--- src/sv/jsu_pkg.sv ---
`timescale 1ns / 1ps
// ----------------------------------------------------------------------------
// jsu_pkg
// Shared types and constants for the JSON string unescape / UTF-8 decoder.
// ----------------------------------------------------------------------------
package jsu_pkg;

	// Result kinds
	typedef enum logic [1:0] {
		KIND_CHAR   = 2'd0,
		KIND_CLOSED = 2'd1,
		KIND_ENDED  = 2'd2,
		KIND_ERROR  = 2'd3
	} kind_t;

	localparam int CpW = 31;

	typedef struct packed {
		kind_t          kind;
		logic [CpW-1:0] code_point;
		logic           last_of_run;
	} result_t;

	// Special characters
	localparam logic [7:0] CH_QUOTE  = 8'h22;
	localparam logic [7:0] CH_BSLASH = 8'h5C;
	localparam logic [7:0] CH_SLASH  = 8'h2F;
	localparam logic [7:0] CH_B      = 8'h62;
	localparam logic [7:0] CH_F      = 8'h66;
	localparam logic [7:0] CH_N      = 8'h6E;
	localparam logic [7:0] CH_R      = 8'h72;
	localparam logic [7:0] CH_T      = 8'h74;
	localparam logic [7:0] CONT_MASK = 8'h3F;

	// Control codes produced by escapes
	localparam logic [7:0] CC_BS = 8'h08;
	localparam logic [7:0] CC_FF = 8'h0C;
	localparam logic [7:0] CC_LF = 8'h0A;
	localparam logic [7:0] CC_CR = 8'h0D;
	localparam logic [7:0] CC_HT = 8'h09;

	// Number of continuation bytes a lead byte announces, zero if not a lead
	function automatic logic [2:0] lead_extra(input logic [7:0] b);
		logic [2:0] n;
		n = 3'd0;
		if (b >= 8'hFE)      n = 3'd0;
		else if (b >= 8'hFC) n = 3'd5;
		else if (b >= 8'hF8) n = 3'd4;
		else if (b >= 8'hF0) n = 3'd3;
		else if (b >= 8'hE0) n = 3'd2;
		else if (b >= 8'hC0) n = 3'd1;
		return n;
	endfunction

endpackage

--- src/sv/json_string_unescape_utf8_core.sv ---
`timescale 1ns / 1ps
// ----------------------------------------------------------------------------
// json_string_unescape_utf8_core
// Takes the bytes of a JSON string, one item per cycle while in_stall is low,
// and returns decoded code points with close / end / error markers.
// ----------------------------------------------------------------------------
// Usage:
//   Input channel : in_valid / in_stall with data_byte and buffer_end.
//   Output channel: out_valid / out_stall with kind, code_point, last_of_run.
//   An item moves when valid is high and stall is low at a rising clk edge.
//   The first byte after reset, or after a close, buffer end or error, is
//   taken as the opening quote and dropped.
//   Results are registered: an accepted byte waits in the input register,
//   and the result register loads from it once the output can take it.
//   Throughput: one byte per cycle while in_stall is low. A byte with two
//   results (a character, then the buffer-end marker) parks the marker in
//   the spare second result and holds the input register until the marker
//   enters the result register. The opening quote, a backslash and lead and
//   continuation bytes of an unfinished sequence give no result.
//   Stall: when out_stall is high a valid result and the spare second
//   result hold; in_stall rises as soon as the input register cannot drain.
//   Reset: arst_n clears all valid flags and the decoder state.
// ----------------------------------------------------------------------------
module json_string_unescape_utf8_core #(
	parameter int MAX_EXTRA_BYTES = 5
) (
	input  logic                 clk,
	input  logic                 arst_n,
	input  logic                 in_valid,
	output logic                 in_stall,
	input  logic [7:0]           data_byte,
	input  logic                 buffer_end,
	output logic                 out_valid,
	input  logic                 out_stall,
	output jsu_pkg::kind_t       kind,
	output logic [jsu_pkg::CpW-1:0] code_point,
	output logic                 last_of_run
);
	import jsu_pkg::*;

	localparam int LeftW = $clog2(MAX_EXTRA_BYTES + 1);

	// Input register
	logic       valid_s1;
	logic [7:0] data_s1;
	logic       end_s1;
	logic       go_s1;

	// Decoder state
	logic             awaiting_q, escape_q;
	logic [LeftW-1:0] left_q;
	logic [CpW-1:0]   accum_q;
	logic             awaiting_d, escape_d;
	logic [LeftW-1:0] left_d;
	logic [CpW-1:0]   accum_d;

	// Output register and spare second result
	logic    out_valid_q, pend_valid_q;
	result_t out_q, pend_q;

	// Results of the current byte
	logic    p_valid, e_valid, done;
	result_t p_res, e_res;
	logic [2:0] extra;
	logic [7:0] lead_mask;

	// Handshake
	assign go_s1    = valid_s1 && !pend_valid_q && (!out_valid_q || !out_stall);
	assign in_stall = valid_s1 && !go_s1;

	always_ff @(posedge clk or negedge arst_n) begin
		if (!arst_n) begin
			valid_s1 <= 1'b0;
		end else if (!in_stall) begin
			valid_s1 <= in_valid;
		end
	end

	always_ff @(posedge clk) begin
		if (in_valid && !in_stall) begin
			data_s1 <= data_byte;
			end_s1  <= buffer_end;
		end
	end

	// Per-byte decode
	always_comb begin
		awaiting_d = awaiting_q;
		escape_d   = escape_q;
		left_d     = left_q;
		accum_d    = accum_q;
		p_valid    = 1'b0;
		p_res      = '{kind: KIND_CHAR, code_point: '0, last_of_run: 1'b0};
		done       = 1'b0;
		extra      = lead_extra(data_s1);
		lead_mask  = 8'h7F >> (extra + 3'd1);

		if (awaiting_q) begin
			awaiting_d = 1'b0;
			escape_d   = 1'b0;
			left_d     = '0;
			accum_d    = '0;
		end else if (left_q != '0) begin
			accum_d = {accum_q[CpW-7:0], data_s1[5:0] & CONT_MASK[5:0]};
			left_d  = left_q - LeftW'(1);
			if (left_q == LeftW'(1)) begin
				p_valid            = 1'b1;
				p_res.code_point   = accum_d;
			end
		end else if (escape_q) begin
			escape_d = 1'b0;
			p_valid  = 1'b1;
			case (data_s1)
				CH_QUOTE:  p_res.code_point = CpW'(CH_QUOTE);
				CH_BSLASH: p_res.code_point = CpW'(CH_BSLASH);
				CH_SLASH:  p_res.code_point = CpW'(CH_SLASH);
				CH_B:      p_res.code_point = CpW'(CC_BS);
				CH_F:      p_res.code_point = CpW'(CC_FF);
				CH_N:      p_res.code_point = CpW'(CC_LF);
				CH_R:      p_res.code_point = CpW'(CC_CR);
				CH_T:      p_res.code_point = CpW'(CC_HT);
				default: begin
					p_res.kind = KIND_ERROR;
					done       = 1'b1;
				end
			endcase
		end else if (data_s1 == CH_QUOTE) begin
			p_valid    = 1'b1;
			p_res.kind = KIND_CLOSED;
			done       = 1'b1;
		end else if (data_s1 == CH_BSLASH) begin
			escape_d = 1'b1;
		end else if (!data_s1[7]) begin
			p_valid          = 1'b1;
			p_res.code_point = CpW'(data_s1);
		end else if (extra == 3'd0 || 32'(extra) > MAX_EXTRA_BYTES) begin
			// stray continuation, 0xFE/0xFF, or a lead that is too long
			p_valid    = 1'b1;
			p_res.kind = KIND_ERROR;
			done       = 1'b1;
		end else begin
			accum_d = CpW'(data_s1 & lead_mask);
			left_d  = extra[LeftW-1:0];
		end

		// Buffer end while the string is still open
		e_valid = !done && end_s1;
		e_res   = '{kind: (left_d != '0) ? KIND_ERROR : KIND_ENDED,
			code_point: '0, last_of_run: 1'b1};

		// Terminated: back to the reset state
		if (done || e_valid) begin
			awaiting_d = 1'b1;
			escape_d   = 1'b0;
			left_d     = '0;
			accum_d    = '0;
		end
		p_res.last_of_run = !e_valid;
	end

	// Decoder state registers
	always_ff @(posedge clk or negedge arst_n) begin
		if (!arst_n) begin
			awaiting_q <= 1'b1;
			escape_q   <= 1'b0;
			left_q     <= '0;
			accum_q    <= '0;
		end else if (go_s1) begin
			awaiting_q <= awaiting_d;
			escape_q   <= escape_d;
			left_q     <= left_d;
			accum_q    <= accum_d;
		end
	end

	// Result register control
	always_ff @(posedge clk or negedge arst_n) begin
		if (!arst_n) begin
			out_valid_q  <= 1'b0;
			pend_valid_q <= 1'b0;
		end else if (pend_valid_q) begin
			if (!out_stall) begin
				pend_valid_q <= 1'b0;
			end
		end else if (go_s1) begin
			out_valid_q  <= p_valid || e_valid;
			pend_valid_q <= p_valid && e_valid;
		end else if (!out_stall) begin
			out_valid_q <= 1'b0;
		end
	end

	// Result payload
	always_ff @(posedge clk) begin
		if (pend_valid_q) begin
			if (!out_stall) begin
				out_q <= pend_q;
			end
		end else if (go_s1) begin
			out_q  <= p_valid ? p_res : e_res;
			pend_q <= e_res;
		end
	end

	assign out_valid   = out_valid_q;
	assign kind        = out_q.kind;
	assign code_point  = out_q.code_point;
	assign last_of_run = out_q.last_of_run;

endmodule
--- config.mk ---
export PLATFORM = sky130hd
export DESIGN_NAME = json_string_unescape_utf8_core
export DESIGN_NICKNAME = d
export VERILOG_FILES = /design/src/sv/jsu_pkg.sv /design/src/sv/json_string_unescape_utf8_core.sv
export SDC_FILE = /design/constraint.sdc
export NUM_CORES = 1
export LEC_CHECK = 0
export ABC_AREA = 1
export BUFFER_PORTS_ARGS = -buffer_cell sky130_fd_sc_hd__buf_2
export CAP_MARGIN = 20
export CORE_MARGIN = 5
export CORE_UTILIZATION = 58
export DETAILED_ROUTE_END_ITERATION = 8
export PLACE_DENSITY = 0.87
export SYNTH_ARGS = -nofsm -noshare
export SYNTH_HDL_FRONTEND = slang
export SYNTH_SLANG_ARGS = --single-unit
--- constraint.sdc ---
create_clock -name clk -period 4.4 [get_ports clk]
set_input_delay 0.44 -clock clk [delete_from_list [all_inputs] [get_ports clk]]
set_output_delay 0.44 -clock clk [all_outputs]
set_load 0.005 [all_outputs]
# Word-level counts from Yosys, hierarchy flattened
# Cells that the tools add are included.
# W data, S select, Z words.
totals:
  reg_bits: 78
  input_bits: 13
  word_cells: 136
classes:
  n_addsub: 2
  n_lt_le_gt_ge: 7
  eq_ne: 16
  n_shift: 1
  n_mux: 67
  bitwise_logic: 2
  reduce_logical: 28
op_table:
  columns: ["operator", "count"]
  rows:
  - ["$mux W25", 8]
  - ["$mux W34", 4]
  - ["$mux W33", 3]
  - ["$mux W31", 3]
  - ["$pmux W7 S8", 1]
  - ["$eq A8 B7 Y1 const B", 6]
  - ["$ge A8 B8 Y1 const B", 6]
  - ["$mux W3", 11]
  - ["$mux W1", 29]
  - ["$eq A8 B6 Y1 const B", 2]
  - ["$mux W2", 7]
  - ["$ne A4 B3 Y1 const B", 3]
  - ["$and A8 B8 Y8", 1]
  - ["$reduce_and A2 Y1", 4]
  - ["$reduce_or A8 Y1", 1]
  - ["$shr A7 B3 Y8 const A", 1]
  - ["$logic_not A1 Y1", 7]
  - ["$mux W7", 1]
  - ["$logic_and A1 B1 Y1", 6]
  - ["$reduce_and A6 Y1", 1]
  - ["$reduce_bool A3 Y1", 2]
  - ["$logic_or A1 B1 Y1", 4]
  - ["$ne A4 B2 Y1 const B", 1]
  - ["$reduce_bool A4 Y1", 1]
  - ["other kinds (10)", 10]

# Depth between registers and ports, before layout
depth:
  depth_word: 22
  mapped_depth: 16

# Least setup slack after synthesis
# Ideal clock, no wire load.
synth_timing:
  path_kind: "register -> register"
  startpoint: "reg pend_valid_q"
  endpoint: "reg out_q (netlist bit code_point[0]) (enable)"
  setup_time_ps: 472
  t_arrival_ps: 2893
  setup_slack_ps: 1035
  stages_incl_launch_ff: 3
  n_path_buf: 0
  synth_period_minus_slack_ps: 3365
  path_cell_list: "dfrtp_1 inv_1 o21ai_0"
synth_between:
  elab_chain_len: 5
  word_cells_on_any_way: 6
synth_lines:
  columns: ["item", "line", "text"]
  rows:
  - ["start, declared", "json_string_unescape_utf8_core.sv:58", "logic out_valid_q, pend_valid_q;"]
  - ["start signal, assigned", "json_string_unescape_utf8_core.sv:187", "pend_valid_q <= p_valid && e_valid;"]
  - ["$logic_not A1 Y1", "json_string_unescape_utf8_core.sv:68", "assign go_s1 = valid_s1 && !pend_valid_q && (!out_valid_q || !out_stall);"]
  - ["$logic_and A1 B1 Y1 (2 in series)", "json_string_unescape_utf8_core.sv:68", null]
  - ["$reduce_bool A2 Y1 (no source line)", null, null]
  - ["$reduce_and A2 Y1 (no source line) (*)", null, null]
  - ["end signal, assigned", "json_string_unescape_utf8_core.sv:197", "out_q <= pend_q;"]
  - ["end signal, assigned", "json_string_unescape_utf8_core.sv:200", "out_q <= p_valid ? p_res : e_res;"]
  - ["end, declared", "json_string_unescape_utf8_core.sv:59", "result_t out_q, pend_q;"]
# Every way passes the cells marked *; elsewhere a longest branch is shown, timed or not.
# A chain may end at the register's enable or synchronous reset.

# Worst setup path after layout
layout_timing:
  startpoint: "reg pend_valid_q"
  endpoint: "out in_stall"
layout_between:
  elab_chain_len: 5
layout_lines:
  columns: ["item", "line", "text"]
  rows:
  - ["$logic_not A1 Y1", "json_string_unescape_utf8_core.sv:68", null]
  - ["$logic_and A1 B1 Y1 (2 in series)", "json_string_unescape_utf8_core.sv:68", null]
  - ["$logic_not A1 Y1", "json_string_unescape_utf8_core.sv:69", "assign in_stall = valid_s1 && !go_s1;"]
  - ["$logic_and A1 B1 Y1", "json_string_unescape_utf8_core.sv:69", null]
  - ["end, declared", "json_string_unescape_utf8_core.sv:30", "output logic in_stall,"]
# No other way between the ends.

==> impl_metrics.env <==
export IMPL_core_area_sq_mm=0.006422
export IMPL_yosysWarnings=0
export IMPL_p_total_mw=2.653
export IMPL_wire_per_inst_um=14.11
export IMPL_worst_pin_slew_ns=0.7408
export IMPL_portBuffers=48
export IMPL_relSlewSlack_pct=50.47
export IMPL_power_frac_comb_pct=36.9
export IMPL_clk_path_buf_depth=2
export IMPL_grt_max_degree=35
export IMPL_met2RoutedLength_um=4035
export IMPL_vias=3087
export IMPL_met3_length_um=418
export IMPL_skew_ns=0.007421
export IMPL_avgSynthCellArea_sq_um=8.798
export IMPL_num_io_pins=49
export IMPL_drt_iter0_markers=208
export IMPL_sw_frac_of_total_pct=39.56
export IMPL_ys_seq_elements=77
export IMPL_vias_per_cell=5.444
export IMPL_clk_latency_ns=0.35
export IMPL_cts_resized=0
export IMPL_max_freq_mhz=362.4
export IMPL_area_growth_syn_to_layout_pct=11.89
export IMPL_drive_gt1_share_pct=19.80
export IMPL_clockPowerShare_pct=19.8
export IMPL_highest_layer="met4"
export IMPL_dr_pass1_iters=4
export IMPL_hold_slack_ns=0.1462
export IMPL_vdd_ir_drop_worst_mv=0.5709
export IMPL_fin_nets=501
export IMPL_path_class="reg -> out"
export IMPL_drt_total_wl_um=7999
export IMPL_crit_path_end_kind="primary output"
export IMPL_synth_area_sq_mm=0.003862
export IMPL_synthFlopType="edfxtp_1"
export IMPL_detailed_place_hpwl_um=5603
export IMPL_yosysMostFrequentCell="nand2_1"
export IMPL_p_leak_nw=1.984
export IMPL_synth_edff_count=44
export IMPL_yosys_top_cells_area="edfxtp_1, dfrtp_1, nand2_1"
export IMPL_wl_met1_um=3313
export IMPL_fp_row_count=29
export IMPL_yosys_area_top_type_share_pct=34.21
export IMPL_crit_arrival_ns=2.32
export IMPL_syn_inst=439
export IMPL_outcome="completed"
export IMPL_slew_viol_final=0
export IMPL_drv_cap=0
export IMPL_p_sw_mw=1.050
export IMPL_pwr_share_seq_pct=43.3
export IMPL_ys_types=37
export IMPL_antenna_found_initial=0
export IMPL_fin_tns_setup_ns=0
export IMPL_cts_root_buf="clkbuf_8"
export IMPL_cts_tree="yes"
export IMPL_startpoint_type="flip-flop"
export IMPL_hold_viol=0
export IMPL_clk_pin_slew_ns=0.08
export IMPL_drc=0
export IMPL_finalInstanceArea_sq_mm=0.004322
export IMPL_die_area_sq_mm=0.008391
export IMPL_rsz0062_at_grt="false"
export IMPL_synth_common_cells="nand2_1, nor2_1, nand3_1"
export IMPL_synth_nets=455
export IMPL_fin_crit_sh_pct=62.71
export IMPL_cp_max_fo=21
export IMPL_async_flop_share_pct=42.86
export IMPL_yosysSeqAreaShare_pct=55.62
export IMPL_fin_cells=567
export IMPL_internal_power_mw=1.603
export IMPL_hold_path_class="in -> async"
export IMPL_antenna_left=0
export IMPL_synth_area_leader_cell="edfxtp_1"
export IMPL_setup_viol_count_final=0
export IMPL_clock_sinks=77
export IMPL_die_y_um=91.61
export IMPL_grt_pass1_wl_um=13650
export IMPL_cts_htree_levels=3
export IMPL_powerDensity_mw_per_mm2=613.8
export IMPL_grtUsageTotal_pct=20.34
export IMPL_grt_pass1_vias=3095
export IMPL_n_antenna_cell=0
export IMPL_grt_overflow_total=0
export IMPL_place_area_sq_mm=0.004131
export IMPL_critPathRequiredTime_ns=3.96
export IMPL_ctsHoldBuffers=0
export IMPL_post_cts_buffers=0
export IMPL_initial_core_util_pct=60.14
export IMPL_cts_buffers=9
export IMPL_dieWidth_um=91.61
export IMPL_dpl_cell_count=551
export IMPL_min_period_ns=2.759
export IMPL_gp_congestion=0.9471
-- power by group through the flow --
stage                     Combinational, mW  Clock, mW  Sequential (mW)
after floorplan                       0.664          0             1.18
after global placement                0.948          0             1.16
after detailed placement              0.975          0             1.16
after CTS                             0.985      0.528             1.15
after global routing                   1.09      0.563             1.17
final                                 0.979      0.525             1.15
-- layout make-up --
| type | instances | area [sq um] |
|---|---|---|
| Tap cell | 77 | 96.34 |
| Inverter | 54 | 202.7 |
| Clock buffer | 11 | 131.4 |
| Sequential cell | 77 | 2148 |
| Clock inverter | 5 | 58.81 |
| Timing Repair Buffer | 51 | 262.8 |
| Fill cell | 492 | 2101 |
| Multi-Input combinational cell | 292 | 1421 |
-- cells by family after synthesis --
family	count (synthesis)	share of synthesized area, %
and+or+nand+nor	254	30.13
DFF	77	55.62
buffers and inverters	70	7.677
AOI/OAI and AO/OA	35	5.605
adders and majority gates	3	0.9719
-- critical path, cell delays in order, from the launching register on --
cell	delay [ns]
dfrtp_1	0.43
inv_1	0.13
nand2_1	0.18
clkinv_1	0.54
buf_4	0.42
nor2_1	0.13
buf_2	0.13
-- flip-flops by register name, summed over array words and instances, names as in the netlist --
| name | flops |
|---|---|
| pend_q | 1 |
| code_point | 31 |
| valid_s1 | 1 |
| left_q | 3 |
| end_s1 | 1 |
| pend_valid_q | 1 |
| out_valid | 1 |
| last_of_run | 1 |
| accum_q | 25 |
| data_s1 | 8 |
| awaiting_q | 1 |
| escape_q | 1 |
| kind | 2 |
-- metrics by stage --
step | utilization [%] | setup slack [ns]
after CTS | 67.29 | 1.648
final | 67.29 | 1.641
after global placement | 64.33 | 1.779
after detailed placement | 64.33 | 1.693
after floorplan | - | 1.035
after global routing | 67.29 | 1.379
-- routing by layer --
metal	vias to the layer above	track usage, %
met5	-	0
met2	98	34.94
li1	1529	-
met1	1438	23.90
met4	0	10.55
met3	22	4.380
-- layout by cell type (no fill, tap or decap), types with 2 or more instances in the layout --
master / synthesis / routed
o21ai_0: 8 / 7
clkinvlp_4: 0 / 2
nor2_2: 3 / 3
nand3_1: 46 / 46
buf_2: 3 / 48
edfxtp_1: 44 / 44
o211ai_1: 4 / 4
nand3_4: 2 / 2
a22oi_1: 2 / 2
nor2_4: 4 / 4
inv_1: 45 / 45
clkbuf_1: 7 / 2
nand2_4: 2 / 2
nand2_2: 6 / 6
clkinv_1: 3 / 3
o21ai_1: 2 / 2
buf_4: 4 / 3
a21oi_1: 8 / 8
ha_1: 3 / 3
nor3_1: 14 / 14
a31oi_1: 3 / 3
clkbuf_8: 0 / 9
inv_2: 6 / 6
nand2_1: 115 / 115
nor3_2: 5 / 5
nor2_1: 55 / 55
dfrtp_1: 32 / 32
-- path summary, 6_finish.rpt --
check                                         from                 endpoint  slack [ns]  depth (start not counted)
min in group clk                      data_byte[5]     data_s1[5]$_DFFE_PP_        0.26                          1
hold / removal                              arst_n     valid_s1$_DFFE_PN0N_        0.15                          1
hold reg to reg            accum_q[14]$_DFFE_PN0P_  accum_q[14]$_DFFE_PN0P_        0.47                          2
setup reg to reg             left_q[0]$_DFFE_PN0P_        kind[0]$_DFFE_PP_        1.65                         11
max in group asynchronous                   arst_n  accum_q[23]$_DFFE_PN0P_        3.78                          1
setup / recovery            pend_valid_q$_DFF_PN0_                 in_stall        1.64                          6
Power figures use the tool's default switching activity.
